## src/hdl/slr_pkg.sv

```systemverilog
// Shared types and constants for the stereo linear resampler.
// No dependencies; every other file in hdl/ takes names from here.
`default_nettype none

package slr_pkg;

    localparam int SAMPLE_BITS = 16;
    localparam int FRAC_BITS   = 16;

    localparam longint IN_RATE_DEFAULT  = 31910;
    localparam longint OUT_RATE_DEFAULT = 44100;

    // Reset increment: in_rate * 2^16 / out_rate, truncated.
    localparam logic [FRAC_BITS-1:0] INC_RESET =
        FRAC_BITS'((IN_RATE_DEFAULT << FRAC_BITS) / OUT_RATE_DEFAULT);
    localparam logic [FRAC_BITS-1:0] INC_MIN = FRAC_BITS'(4096);

    localparam logic OP_FRAME   = 1'b0;
    localparam logic OP_RESTART = 1'b1;

    typedef logic signed [SAMPLE_BITS-1:0] t_sample;
    typedef logic [FRAC_BITS-1:0]          t_frac;

    typedef enum logic [1:0] {
        ST_IDLE,
        ST_LEFT,
        ST_RIGHT
    } t_state;

endpackage

`default_nettype wire

```

## src/hdl/slr_if.sv

```systemverilog
// Valid/ready channels of the stereo linear resampler: input frames and output words.
// Depends on slr_pkg for the sample type.
`default_nettype none

interface slr_in_if;
    logic             valid;
    logic             ready;
    logic             operation;
    slr_pkg::t_sample left_in;
    slr_pkg::t_sample right_in;

    modport source (output valid, output operation, output left_in, output right_in,
                    input ready);
    modport sink   (input valid, input operation, input left_in, input right_in,
                    output ready);
endinterface

interface slr_out_if;
    logic             valid;
    logic             ready;
    slr_pkg::t_sample left_out;
    slr_pkg::t_sample right_out;
    logic             last_of_run;

    modport source (output valid, output left_out, output right_out, output last_of_run,
                    input ready);
    modport sink   (input valid, input left_out, input right_out, input last_of_run,
                    output ready);
endinterface

`default_nettype wire

```

## src/hdl/slr_interp.sv

```systemverilog
// Shared interpolation unit: a + floor((b - a) * frac / 2^16), one channel per use.
// Depends on slr_pkg for sample and fraction widths.
`default_nettype none

module slr_interp (
    input  var slr_pkg::t_sample i_a,
    input  var slr_pkg::t_sample i_b,
    input  var slr_pkg::t_frac   i_frac,
    output var slr_pkg::t_sample o_y
);
    localparam int SB = slr_pkg::SAMPLE_BITS;
    localparam int FB = slr_pkg::FRAC_BITS;

    logic signed [SB:0]       diff;
    logic signed [FB:0]       frac_s;
    logic signed [SB+FB+1:0]  prod;
    logic signed [SB+1:0]     q;
    logic signed [SB+1:0]     sum;

    always_comb begin
        diff   = {i_b[SB-1], i_b} - {i_a[SB-1], i_a};
        frac_s = $signed({1'b0, i_frac});
        prod   = (SB+FB+2)'(diff) * (SB+FB+2)'(frac_s);
        // arithmetic shift keeps the floor
        q      = prod[SB+FB+1:FB];
        sum    = (SB+2)'(i_a) + q;
        o_y    = sum[SB-1:0];
    end

endmodule

`default_nettype wire

```

## src/hdl/stereo_linear_resampler.sv

```systemverilog
// Stereo linear resampler: one frame in, one to sixteen interpolated stereo words out.
// Each output word is formed left, then right (ST_LEFT, ST_RIGHT), through one shared multiplier;
// ST_RIGHT waits while the output register is full, and no new frame is taken until the run ends.
// Restart and first-frame items produce nothing.
// Synchronous active-low reset: no frame held, phase 0, increment 47420, output empty.
// Depends on slr_pkg, slr_if (slr_in_if, slr_out_if) and slr_interp.
`default_nettype none

module stereo_linear_resampler (
    input  var logic                 i_clk,
    input  var logic                 i_rst_n,
    input  var logic                 i_cfg_we,
    input  var slr_pkg::t_frac       i_cfg_data,
    slr_in_if.sink                   i_in_ch,
    slr_out_if.source                o_out_ch
);
    localparam int FB = slr_pkg::FRAC_BITS;

    slr_pkg::t_state  r_state, n_state;
    slr_pkg::t_frac   r_inc;
    slr_pkg::t_frac   r_phase;
    logic             r_held_valid;
    slr_pkg::t_sample r_held_l, r_held_r;
    slr_pkg::t_sample r_cur_l, r_cur_r;
    slr_pkg::t_sample r_left_res;

    logic             r_out_valid;
    slr_pkg::t_sample r_out_l, r_out_r;
    logic             r_out_last;

    logic             in_ready;
    logic             sel_right;
    logic             out_load;
    logic             in_take;
    slr_pkg::t_frac   inc_eff;
    logic [FB:0]      phase_sum;
    logic             run_last;
    slr_pkg::t_sample unit_a, unit_b, unit_y;

    // Clamp the step so one frame never yields more than sixteen words.
    assign inc_eff   = (r_inc < slr_pkg::INC_MIN) ? slr_pkg::INC_MIN : r_inc;
    assign phase_sum = {1'b0, r_phase} + {1'b0, inc_eff};
    // Carry out of the phase add means the next position is past the new frame.
    assign run_last  = phase_sum[FB];
    assign in_take   = i_in_ch.valid && in_ready;

    // Next state
    always_comb begin
        n_state = r_state;
        case (r_state)
            slr_pkg::ST_IDLE: begin
                if (in_take && i_in_ch.operation == slr_pkg::OP_FRAME && r_held_valid) begin
                    n_state = slr_pkg::ST_LEFT;
                end
            end
            slr_pkg::ST_LEFT: begin
                n_state = slr_pkg::ST_RIGHT;
            end
            slr_pkg::ST_RIGHT: begin
                if (out_load) begin
                    n_state = run_last ? slr_pkg::ST_IDLE : slr_pkg::ST_LEFT;
                end
            end
            default: begin
                n_state = slr_pkg::ST_IDLE;
            end
        endcase
    end

    // Control outputs of the sequencer
    always_comb begin
        in_ready  = 1'b0;
        sel_right = 1'b0;
        out_load  = 1'b0;
        case (r_state)
            slr_pkg::ST_IDLE: begin
                in_ready = 1'b1;
            end
            slr_pkg::ST_LEFT: begin
                sel_right = 1'b0;
            end
            slr_pkg::ST_RIGHT: begin
                sel_right = 1'b1;
                // Hand the word over once the output slot is free or draining.
                out_load  = !r_out_valid || o_out_ch.ready;
            end
            default: begin
                in_ready = 1'b0;
            end
        endcase
    end

    // Shared multiplier: left channel in ST_LEFT, right channel in ST_RIGHT.
    assign unit_a = sel_right ? r_held_r : r_held_l;
    assign unit_b = sel_right ? r_cur_r  : r_cur_l;

    slr_interp u_interp (
        .i_a    (unit_a),
        .i_b    (unit_b),
        .i_frac (r_phase),
        .o_y    (unit_y)
    );

    // Sequencer, phase and held frame
    always_ff @(posedge i_clk) begin
        if (!i_rst_n) begin
            r_state      <= slr_pkg::ST_IDLE;
            r_inc        <= slr_pkg::INC_RESET;
            r_phase      <= '0;
            r_held_valid <= 1'b0;
            r_held_l     <= '0;
            r_held_r     <= '0;
        end else begin
            r_state <= n_state;
            if (i_cfg_we) begin
                r_inc <= i_cfg_data;
            end
            if (in_take) begin
                if (i_in_ch.operation == slr_pkg::OP_RESTART) begin
                    // Drop the held frame and rewind the phase.
                    r_phase      <= '0;
                    r_held_valid <= 1'b0;
                    r_held_l     <= '0;
                    r_held_r     <= '0;
                end else if (!r_held_valid) begin
                    // First frame only primes the history.
                    r_held_valid <= 1'b1;
                    r_held_l     <= i_in_ch.left_in;
                    r_held_r     <= i_in_ch.right_in;
                end
            end
            if (out_load) begin
                // Advance the phase; past the frame, wrap and shift history.
                r_phase <= phase_sum[FB-1:0];
                if (run_last) begin
                    r_held_l <= r_cur_l;
                    r_held_r <= r_cur_r;
                end
            end
        end
    end

    // Frame under work and the left half of the pending word
    always_ff @(posedge i_clk) begin
        if (in_take) begin
            r_cur_l <= i_in_ch.left_in;
            r_cur_r <= i_in_ch.right_in;
        end
        if (r_state == slr_pkg::ST_LEFT) begin
            r_left_res <= unit_y;
        end
    end

    // Output register: hold the word until the sink takes it.
    always_ff @(posedge i_clk) begin
        if (!i_rst_n) begin
            r_out_valid <= 1'b0;
        end else if (out_load) begin
            r_out_valid <= 1'b1;
        end else if (o_out_ch.ready) begin
            r_out_valid <= 1'b0;
        end
    end

    always_ff @(posedge i_clk) begin
        if (out_load) begin
            r_out_l    <= r_left_res;
            r_out_r    <= unit_y;
            r_out_last <= run_last;
        end
    end

    assign i_in_ch.ready        = in_ready;
    assign o_out_ch.valid       = r_out_valid;
    assign o_out_ch.left_out    = r_out_l;
    assign o_out_ch.right_out   = r_out_r;
    assign o_out_ch.last_of_run = r_out_last;

`ifndef NO_ASSERTIONS
    a_more_words: assert property (@(posedge i_clk) disable iff (!i_rst_n)
        (out_load && !run_last) |=> (r_state == slr_pkg::ST_LEFT))
        else $error("run did not continue after a non-final word");

    a_run_end: assert property (@(posedge i_clk) disable iff (!i_rst_n)
        (out_load && run_last) |=>
            (r_state == slr_pkg::ST_IDLE && r_held_l == $past(r_cur_l)
             && r_held_r == $past(r_cur_r)))
        else $error("history not advanced at end of run");

    a_phase_hold: assert property (@(posedge i_clk) disable iff (!i_rst_n)
        (!out_load && !(in_take && i_in_ch.operation == slr_pkg::OP_RESTART))
            |=> $stable(r_phase))
        else $error("phase moved without an output word or restart");

    a_load_free: assert property (@(posedge i_clk) disable iff (!i_rst_n)
        out_load |-> (r_state == slr_pkg::ST_RIGHT && (!r_out_valid || o_out_ch.ready)))
        else $error("output word overwritten before it was taken");
`endif

endmodule

`default_nettype wire
```

## src/flat_wrapper.sv

```systemverilog
// flat-port wrapper written by rule: the top's interface ports become plain ports
module stereo_linear_resampler_flat 
  (i_clk, i_rst_n, i_cfg_we, i_cfg_data, i_in_ch_valid, i_in_ch_operation, i_in_ch_left_in, i_in_ch_right_in, i_in_ch_ready, o_out_ch_valid, o_out_ch_left_out, o_out_ch_right_out, o_out_ch_last_of_run, o_out_ch_ready);
  slr_in_if i_in_ch_i ();
  slr_out_if o_out_ch_i ();
  input  var logic i_clk;
  input  var logic i_rst_n;
  input  var logic i_cfg_we;
  input  var slr_pkg::t_frac i_cfg_data;
  input wire logic [$bits(i_in_ch_i.valid)-1:0] i_in_ch_valid;
  input wire logic [$bits(i_in_ch_i.operation)-1:0] i_in_ch_operation;
  input wire logic [$bits(i_in_ch_i.left_in)-1:0] i_in_ch_left_in;
  input wire logic [$bits(i_in_ch_i.right_in)-1:0] i_in_ch_right_in;
  output wire logic [$bits(i_in_ch_i.ready)-1:0] i_in_ch_ready;
  output wire logic [$bits(o_out_ch_i.valid)-1:0] o_out_ch_valid;
  output wire logic [$bits(o_out_ch_i.left_out)-1:0] o_out_ch_left_out;
  output wire logic [$bits(o_out_ch_i.right_out)-1:0] o_out_ch_right_out;
  output wire logic [$bits(o_out_ch_i.last_of_run)-1:0] o_out_ch_last_of_run;
  input wire logic [$bits(o_out_ch_i.ready)-1:0] o_out_ch_ready;
  assign i_in_ch_i.valid = i_in_ch_valid;
  assign i_in_ch_i.operation = i_in_ch_operation;
  assign i_in_ch_i.left_in = i_in_ch_left_in;
  assign i_in_ch_i.right_in = i_in_ch_right_in;
  assign i_in_ch_ready = i_in_ch_i.ready;
  assign o_out_ch_valid = o_out_ch_i.valid;
  assign o_out_ch_left_out = o_out_ch_i.left_out;
  assign o_out_ch_right_out = o_out_ch_i.right_out;
  assign o_out_ch_last_of_run = o_out_ch_i.last_of_run;
  assign o_out_ch_i.ready = o_out_ch_ready;
  stereo_linear_resampler u_core (.i_clk(i_clk), .i_rst_n(i_rst_n), .i_cfg_we(i_cfg_we), .i_cfg_data(i_cfg_data), .i_in_ch(i_in_ch_i), .o_out_ch(o_out_ch_i));
endmodule
```

## config.mk

```make
export PLATFORM = sky130hd
export DESIGN_NAME = stereo_linear_resampler_flat
export DESIGN_NICKNAME = d
export VERILOG_FILES = /design/src/hdl/slr_pkg.sv /design/src/hdl/slr_if.sv /design/src/hdl/slr_interp.sv /design/src/hdl/stereo_linear_resampler.sv /design/src/flat_wrapper.sv
export SDC_FILE = /design/constraint.sdc
export NUM_CORES = 1
export LEC_CHECK = 0
export BUFFER_PORTS_ARGS = -buffer_cell sky130_fd_sc_hd__buf_2
export CORE_MARGIN = 10
export CORE_UTILIZATION = 63
export DETAILED_ROUTE_END_ITERATION = 8
export PLACE_DENSITY = 0.89
export SYNTH_ARGS = -nofsm -noshare
export SYNTH_HDL_FRONTEND = slang
export SYNTH_SLANG_ARGS = --single-unit
```

## constraint.sdc

```tcl
create_clock -name i_clk -period 12.1 [get_ports i_clk]
set_input_delay 2.42 -clock i_clk [delete_from_list [all_inputs] [get_ports i_clk]]
set_output_delay 2.42 -clock i_clk [all_outputs]
set_load 0.05 [all_outputs]
```

Word-level counts from Yosys, hierarchy flattened
Cells that the tools add are included.
- flip-flop bits (word level): 149
- input bits: 54
- logic and storage cells: 60
- $add $sub $neg: 3
- multiply operators: 1
- $lt $le $gt $ge: 1
- eq/ne operators: 4
- multiplexer cells: 26
- bitwise operators: 1
- reductions and logical operators: 11
- operator list (operator ; number):
    two-way mux 16 bit ; 16
    multiplier 17 x 17 -> 32 bit ; 1
    adder 16 x 16 -> 17 bit ; 1
    subtractor 16 x 16 -> 17 bit ; 1
    adder 16 bit ; 1
    less-than comparator 16 x 13 -> 1 bit (second input constant) ; 1
    two-way mux 1 bit ; 7
    case mux 2 bit (3 select lines) ; 1
    nonzero test 2 bit ; 3
    two-way mux 2 bit ; 2
    != test 2 x 1 -> 1 bit (second input constant) ; 2
    AND reduction 2 bit ; 2
    logical AND 1 bit ; 3
    == test 2 x 1 -> 1 bit (second input constant) ; 1
    == test 2 bit (second input constant) ; 1
    logical NOT 2 bit ; 1
    logical NOT 1 bit ; 1
    logical OR 1 bit ; 1
    inverter 1 bit ; 1

Logic depth before layout (Yosys ltp)
- depth in word-level cells: 7
- mapped depth: 47
- gate-level depth less buffers: 45

By module
From an unflattened synthesis, not the netlist that was laid out.
- cell total of the unflattened synthesis: 1928
- area, all modules: 17813.3 um^2
- modules (own cells, without submodules) (module ; instances ; cells an instance ; area each (um^2) ; sequential area each (um^2)):
    slr_interp ; 1 ; 1303 ; 11333.4 ; 0.0
    stereo_linear_resampler ; 1 ; 625 ; 6480.0 ; 3793.6

Least setup slack after synthesis
OpenSTA, ideal clock, no wires.
- path type: reg2reg
- start: register u_core.r_state[1]
- end: register u_core.r_out_r[14] (netlist: u_core.o_out_ch.right_out[14]) (data pin)
- arrival: 9.984 ns
- setup slack: 1.837 ns
- stages on the path, launching flop included: 45
- buffers on the path: 3
- clock period less this slack: 10.263 ns
- path through: dfxtp_1 -> nor2b_1 -> buf_2 -> buf_1 -> mux2i_1 -> ha_1 -> nor2b_1 -> o21ai_0 -> a21boi_0 -> o21ai_0 -> a21oi_1 -> o21ai_1 -> a21oi_1 -> o211a_1 -> or3_1 -> clkbuf_1 -> and3_1 -> fa_1 -> [... 9 more ...] -> ha_1 -> and3_1 -> nand3_1 -> a21oi_2 -> o21a_1 -> nor2_1 -> xnor2_1 -> ha_1 -> fa_1 -> a21o_1 -> a21o_1 -> nor2_1 -> o31ai_1 -> a221oi_1 -> o21ai_2 -> a2111oi_0 -> or4_1 -> o2111ai_1
- longest elaborated chain between the ends: 6
- RTL lines (what ; RTL line ; text):
    start, declared ; stereo_linear_resampler.sv:19 ; slr_pkg::t_state r_state, n_state;
    start signal, assigned ; stereo_linear_resampler.sv:107 ; r_state <= slr_pkg::ST_IDLE;
    start signal, assigned ; stereo_linear_resampler.sv:114 ; r_state <= n_state;
    == test 2 bit * ; stereo_linear_resampler.sv:75 ; case (r_state)
    two-way mux 1 bit * ; stereo_linear_resampler.sv:75 ;
    two-way mux 16 bit (on tied branches) ; stereo_linear_resampler.sv:95, stereo_linear_resampler.sv:94 ;
    subtractor 16 x 16 -> 17 bit ; slr_interp.sv:21 ; diff = {i_b[SB-1], i_b} - {i_a[SB-1], i_a};
    multiplier 17 x 17 -> 32 bit ; slr_interp.sv:23 ; prod = (SB+FB+2)'(diff) * (SB+FB+2)'(frac_s);
    adder 16 bit * ; slr_interp.sv:26 ; sum = (SB+2)'(i_a) + q;
    via u_core.u_interp.o_y[14] ; slr_interp.sv:9 ; output var slr_pkg::t_sample o_y
    end signal, assigned ; stereo_linear_resampler.sv:168 ; r_out_r <= unit_y;
    end, declared ; stereo_linear_resampler.sv:28 ; slr_pkg::t_sample r_out_l, r_out_r;
Mark *: on every way through the listed nets, which the timed path passes. The rest lies on a longest branch.
A chain may end at the register's enable or synchronous reset.

Final worst setup path
- start: register u_core.r_state[1]
- end: register u_core.r_left_res[14] (data pin)
- longest elaborated chain between the ends: 6
- RTL lines (what ; RTL line ; text):
    == test 2 bit * ; stereo_linear_resampler.sv:75 ;
    two-way mux 1 bit * ; stereo_linear_resampler.sv:75 ;
    two-way mux 16 bit (on tied branches) ; stereo_linear_resampler.sv:95, stereo_linear_resampler.sv:94 ;
    subtractor 16 x 16 -> 17 bit ; slr_interp.sv:21 ;
    multiplier 17 x 17 -> 32 bit ; slr_interp.sv:23 ;
    adder 16 bit * ; slr_interp.sv:26 ;
    via u_core.u_interp.o_y[14] ; slr_interp.sv:9 ;
    end signal, assigned ; stereo_linear_resampler.sv:150 ; r_left_res <= unit_y;
    end, declared ; stereo_linear_resampler.sv:25 ; slr_pkg::t_sample r_left_res;
Marked as above.

==> results.py <==
metrics = {
    "status": {
        "status": "finished, final reports clean",
    },
    "timing": {
        "slew_viol_final": 0,
        "period_share_pct": 94.06,
        "tightest_slew_ns": 1.236,
        "finClkSkew_ns": 0.01258,
        "timing.final.ws_setup_ns": 0.7184,
        "whs_ns": 0.4219,
        "setup_viol": 0,
        "hold_viol": 0,
        "max-slew-margin-rel_pct": 17.38,
        "rsz0062_at_grt": "false",
        "finalCriticalPeriod_ns": 11.38,
        "max_freq_mhz": 87.86,
        "finalSetupTns_ns": 0,
    },
    "final_layout": {
        "utilization_pct": 68.59,
        "drive_gt1_share_pct": 8.976,
        "areaGrowthSynthToFinish_pct": 8.015,
        "n_antenna_cell": 0,
        "nNetsFinal": 2332,
    },
    "place": {
        "gp_congestion": 0.9307,
        "port_buffers": 88,
        "dp_hpwl_mm": 33.64,
        "dp_slack_ns": 0.7958,
    },
    "logic_synthesis": {
        "synth_edf_count": 81,
        "synth_top_area_share_pct": 30.50,
        "yosys_warnings": 0,
        "syn_avg_cell_area_sq_um": 9.619,
        "synth_cell_types": 70,
        "ys_seq_area_share_pct": 21.56,
        "synthTopCellsByArea": "fa_1 30%, edfxtp_1 14%, ha_1 9.2%, inv_1 8.0%, dfxtp_1 7.7%",
        "synth_top_area_cell": "fa_1",
        "synthArstFlopShare_pct": 0,
        "synth_cells": 1829,
        "synthesis.area_sq_um": 17590,
        "synth_ff_type": "edfxtp_1",
        "syn_nets": 2280,
        "ys_seq_elements": 149,
    },
    "grt": {
        "grt_pass1_wl_mm": 73.38,
        "gr-total-overflow": 0,
        "grt_usage_pct": 25.96,
        "grt_pass1_vias": 14400,
        "grt_max_degree": 70,
        "antenna_found_initial": 0,
    },
    "clock_tree": {
        "numCtsBuffers": 17,
        "clock_latency_ns": 0.44,
        "cts_setup_buffers": 0,
        "clock-sinks": 149,
        "clk_pin_slew_worst_paths_ns": 0.08,
        "htreeDepth": 4,
        "root_buffer": "clkbuf_16",
        "clk_path_buf_depth": 2,
        "cts_tree": "done",
    },
    "drt": {
        "routedWlPerCell_microns": 19.82,
        "drc": 0,
        "drt-initial-drc-count": 1216,
        "avgViaCountPerCell": 5.908,
        "drtPass1Iterations": 5,
        "routed_wirelength_mm": 45.03,
        "antenna_left": 0,
        "routed-via-count": 13420,
    },
    "setup_path": {
        "cp.arrival_ns": 11.54,
        "crit_path_frequent_cell": "fa_1",
        "crit_required_ns": 12.26,
        "crit_fanout": 29,
        "r2r_start": "u_core.r_state[1]",
        "cpPeakStageDelay_ns": 0.67,
        "slowest_stage": "or3_1",
        "end_kind": "register",
        "path_class": "register to register",
        "path_delay_family": "adder cells",
        "startpoint": "u_core.r_state[1]",
        "path_buf_inv": 5,
        "start_kind": "register",
    },
    "power_and_ir_drop": {
        "p_int_mw": 0.9347,
        "p_sw_mw": 0.4772,
        "p_seq_share_pct": 40.3,
        "p_leak_nw": 9.953,
        "combinationalPowerShare_pct": 21.3,
        "vdd_ir_drop_max_mv": 0.1235,
        "power_mw": 1.412,
        "switching_share_pct": 33.80,
        "p_per_area_nw_per_um2": 74.30,
        "clkPwrFrac_pct": 38.4,
    },
    "hold_path": {
        "hp-class": "register to register",
        "hold_start": "u_core.r_left_res[4]",
    },
    "floorplan": {
        "rows": 61,
        "fp.dieW_microns": 187.1,
        "die_area_sq_um": 35010,
        "io_pins": 89,
        "start_util_pct": 63.50,
        "die_y_microns": 187.1,
        "coreArea_sq_um": 27710,
    },
    "flow_run": {
        "max_cap_viol_count": 0,
    },
}
-- path summary, 6_finish.rpt --
path	end	slack (ns)	depth (start not counted)
hold / removal	u_core.o_out_ch.left_out[4]	0.42	0
hold reg to reg	u_core.o_out_ch.left_out[4]	0.42	0
setup reg to reg	u_core.r_left_res[14]	0.72	43
setup / recovery	u_core.r_left_res[14]	0.72	43
-- area by class of cell --
cell class	count	area [sq um]
clock buffer	17	425.4
clock inverter	15	182.7
fill	1996	8702
inverter	376	1411
multi-input combinational	1227	12110
sequential	149	3794
tap	378	473.0
timing repair buffer	110	605.6
-- power groups by stage --
stage	Combinational, mW	Clock [mW]	Sequential [mW]
2_1_floorplan	0.188	0	0.575
3_3_place_gp	0.281	0	0.577
3_5_place_dp	0.291	0	0.578
4_1_cts	0.295	0.546	0.567
5_1_grt	0.324	0.565	0.569
6_report	0.301	0.542	0.568
-- flip-flops by register name (all words and copies together), names as in the netlist --
register	count
u_core.r_cur_r	16
u_core.o_out_ch.last_of_run	1
u_core.o_out_ch.valid	1
u_core.r_phase	16
u_core.r_held_l	16
u_core.o_out_ch.left_out	16
u_core.r_state	2
u_core.r_cur_l	16
u_core.r_inc	16
u_core.o_out_ch.right_out	16
u_core.r_held_valid	1
u_core.r_held_r	16
u_core.r_left_res	16
-- cell usage in the layout (no fill, tap or decap), types with 3 or more instances in the layout --
cell type / netlist / layout
buf_2: 11 / 88
nand2_1: 254 / 254
clkinv_8: 0 / 4
inv_8: 0 / 6
a211o_1: 6 / 6
nand2b_1: 11 / 11
fa_1: 268 / 268
o21ai_1: 6 / 6
ha_1: 129 / 129
xnor2_2: 2 / 4
nor2b_1: 49 / 48
mux2i_1: 32 / 32
a21oi_1: 42 / 42
xnor2_1: 48 / 46
dfxtp_1: 68 / 68
xor2_1: 23 / 22
o21ai_0: 23 / 23
and3_1: 11 / 11
nor2_1: 23 / 23
o211a_1: 33 / 33
a22oi_1: 46 / 46
nand3_1: 19 / 19
clkinv_4: 0 / 3
a21boi_0: 4 / 4
nor3_1: 6 / 5
edfxtp_1: 81 / 81
a31oi_1: 4 / 4
buf_4: 3 / 22
a21o_1: 20 / 20
a21oi_2: 3 / 3
inv_1: 375 / 375
and2_1: 110 / 110
clkbuf_16: 0 / 17
o21a_1: 8 / 8
-- synth_stat cells, drive strengths merged, types with 20 or more instances --
master  instances
xor2           23
ha            129
clkbuf         60
nor2b          49
dfxtp          68
edfxtp         81
xnor2          50
o211a          33
a21oi          45
nand2         256
o21ai          31
fa            268
a22oi          46
and2          110
nor2           23
a21o           20
mux2i          32
inv           376
-- metal layers --
metal  part of all wire [%]  up-vias  wire length [microns]  track usage, %
li1                       -     5827                      -               -
met1                     37     6709                  16480           30.36
met2                     51      721                  23150           46.46
met3                    7.8      165                   3496           4.530
met4                    4.2        0                   1906           9.957
met5                      0        -                      0               0
-- cell families after synthesis --
kind of cell	count (synthesis)	synth area share, %
AOI/OAI and AO/OA	225	9.558
xor gates and xnor gates	74	3.847
adders and majority gates	398	39.73
buffers and inverters	453	9.807
DFF	149	21.56
muxes	32	1.821
and+or+nand+nor	498	13.68
-- what timing repair did --
action | CTS | global route
endpoints found under the hold margin | 0 | 0
hold buffers | 0 | 0
resized for setup | 0 | 1
endpoints found under the setup margin | 0 | 2
-- metrics by stage --
stage	area, sq um	std cells
global route	19000	2272
global placement	18390	2240
detailed placement	18390	2240
finish	19000	2272
CTS	19000	2272
floorplan	17590	1829
Note: power is estimated with default switching activity, not from simulation.
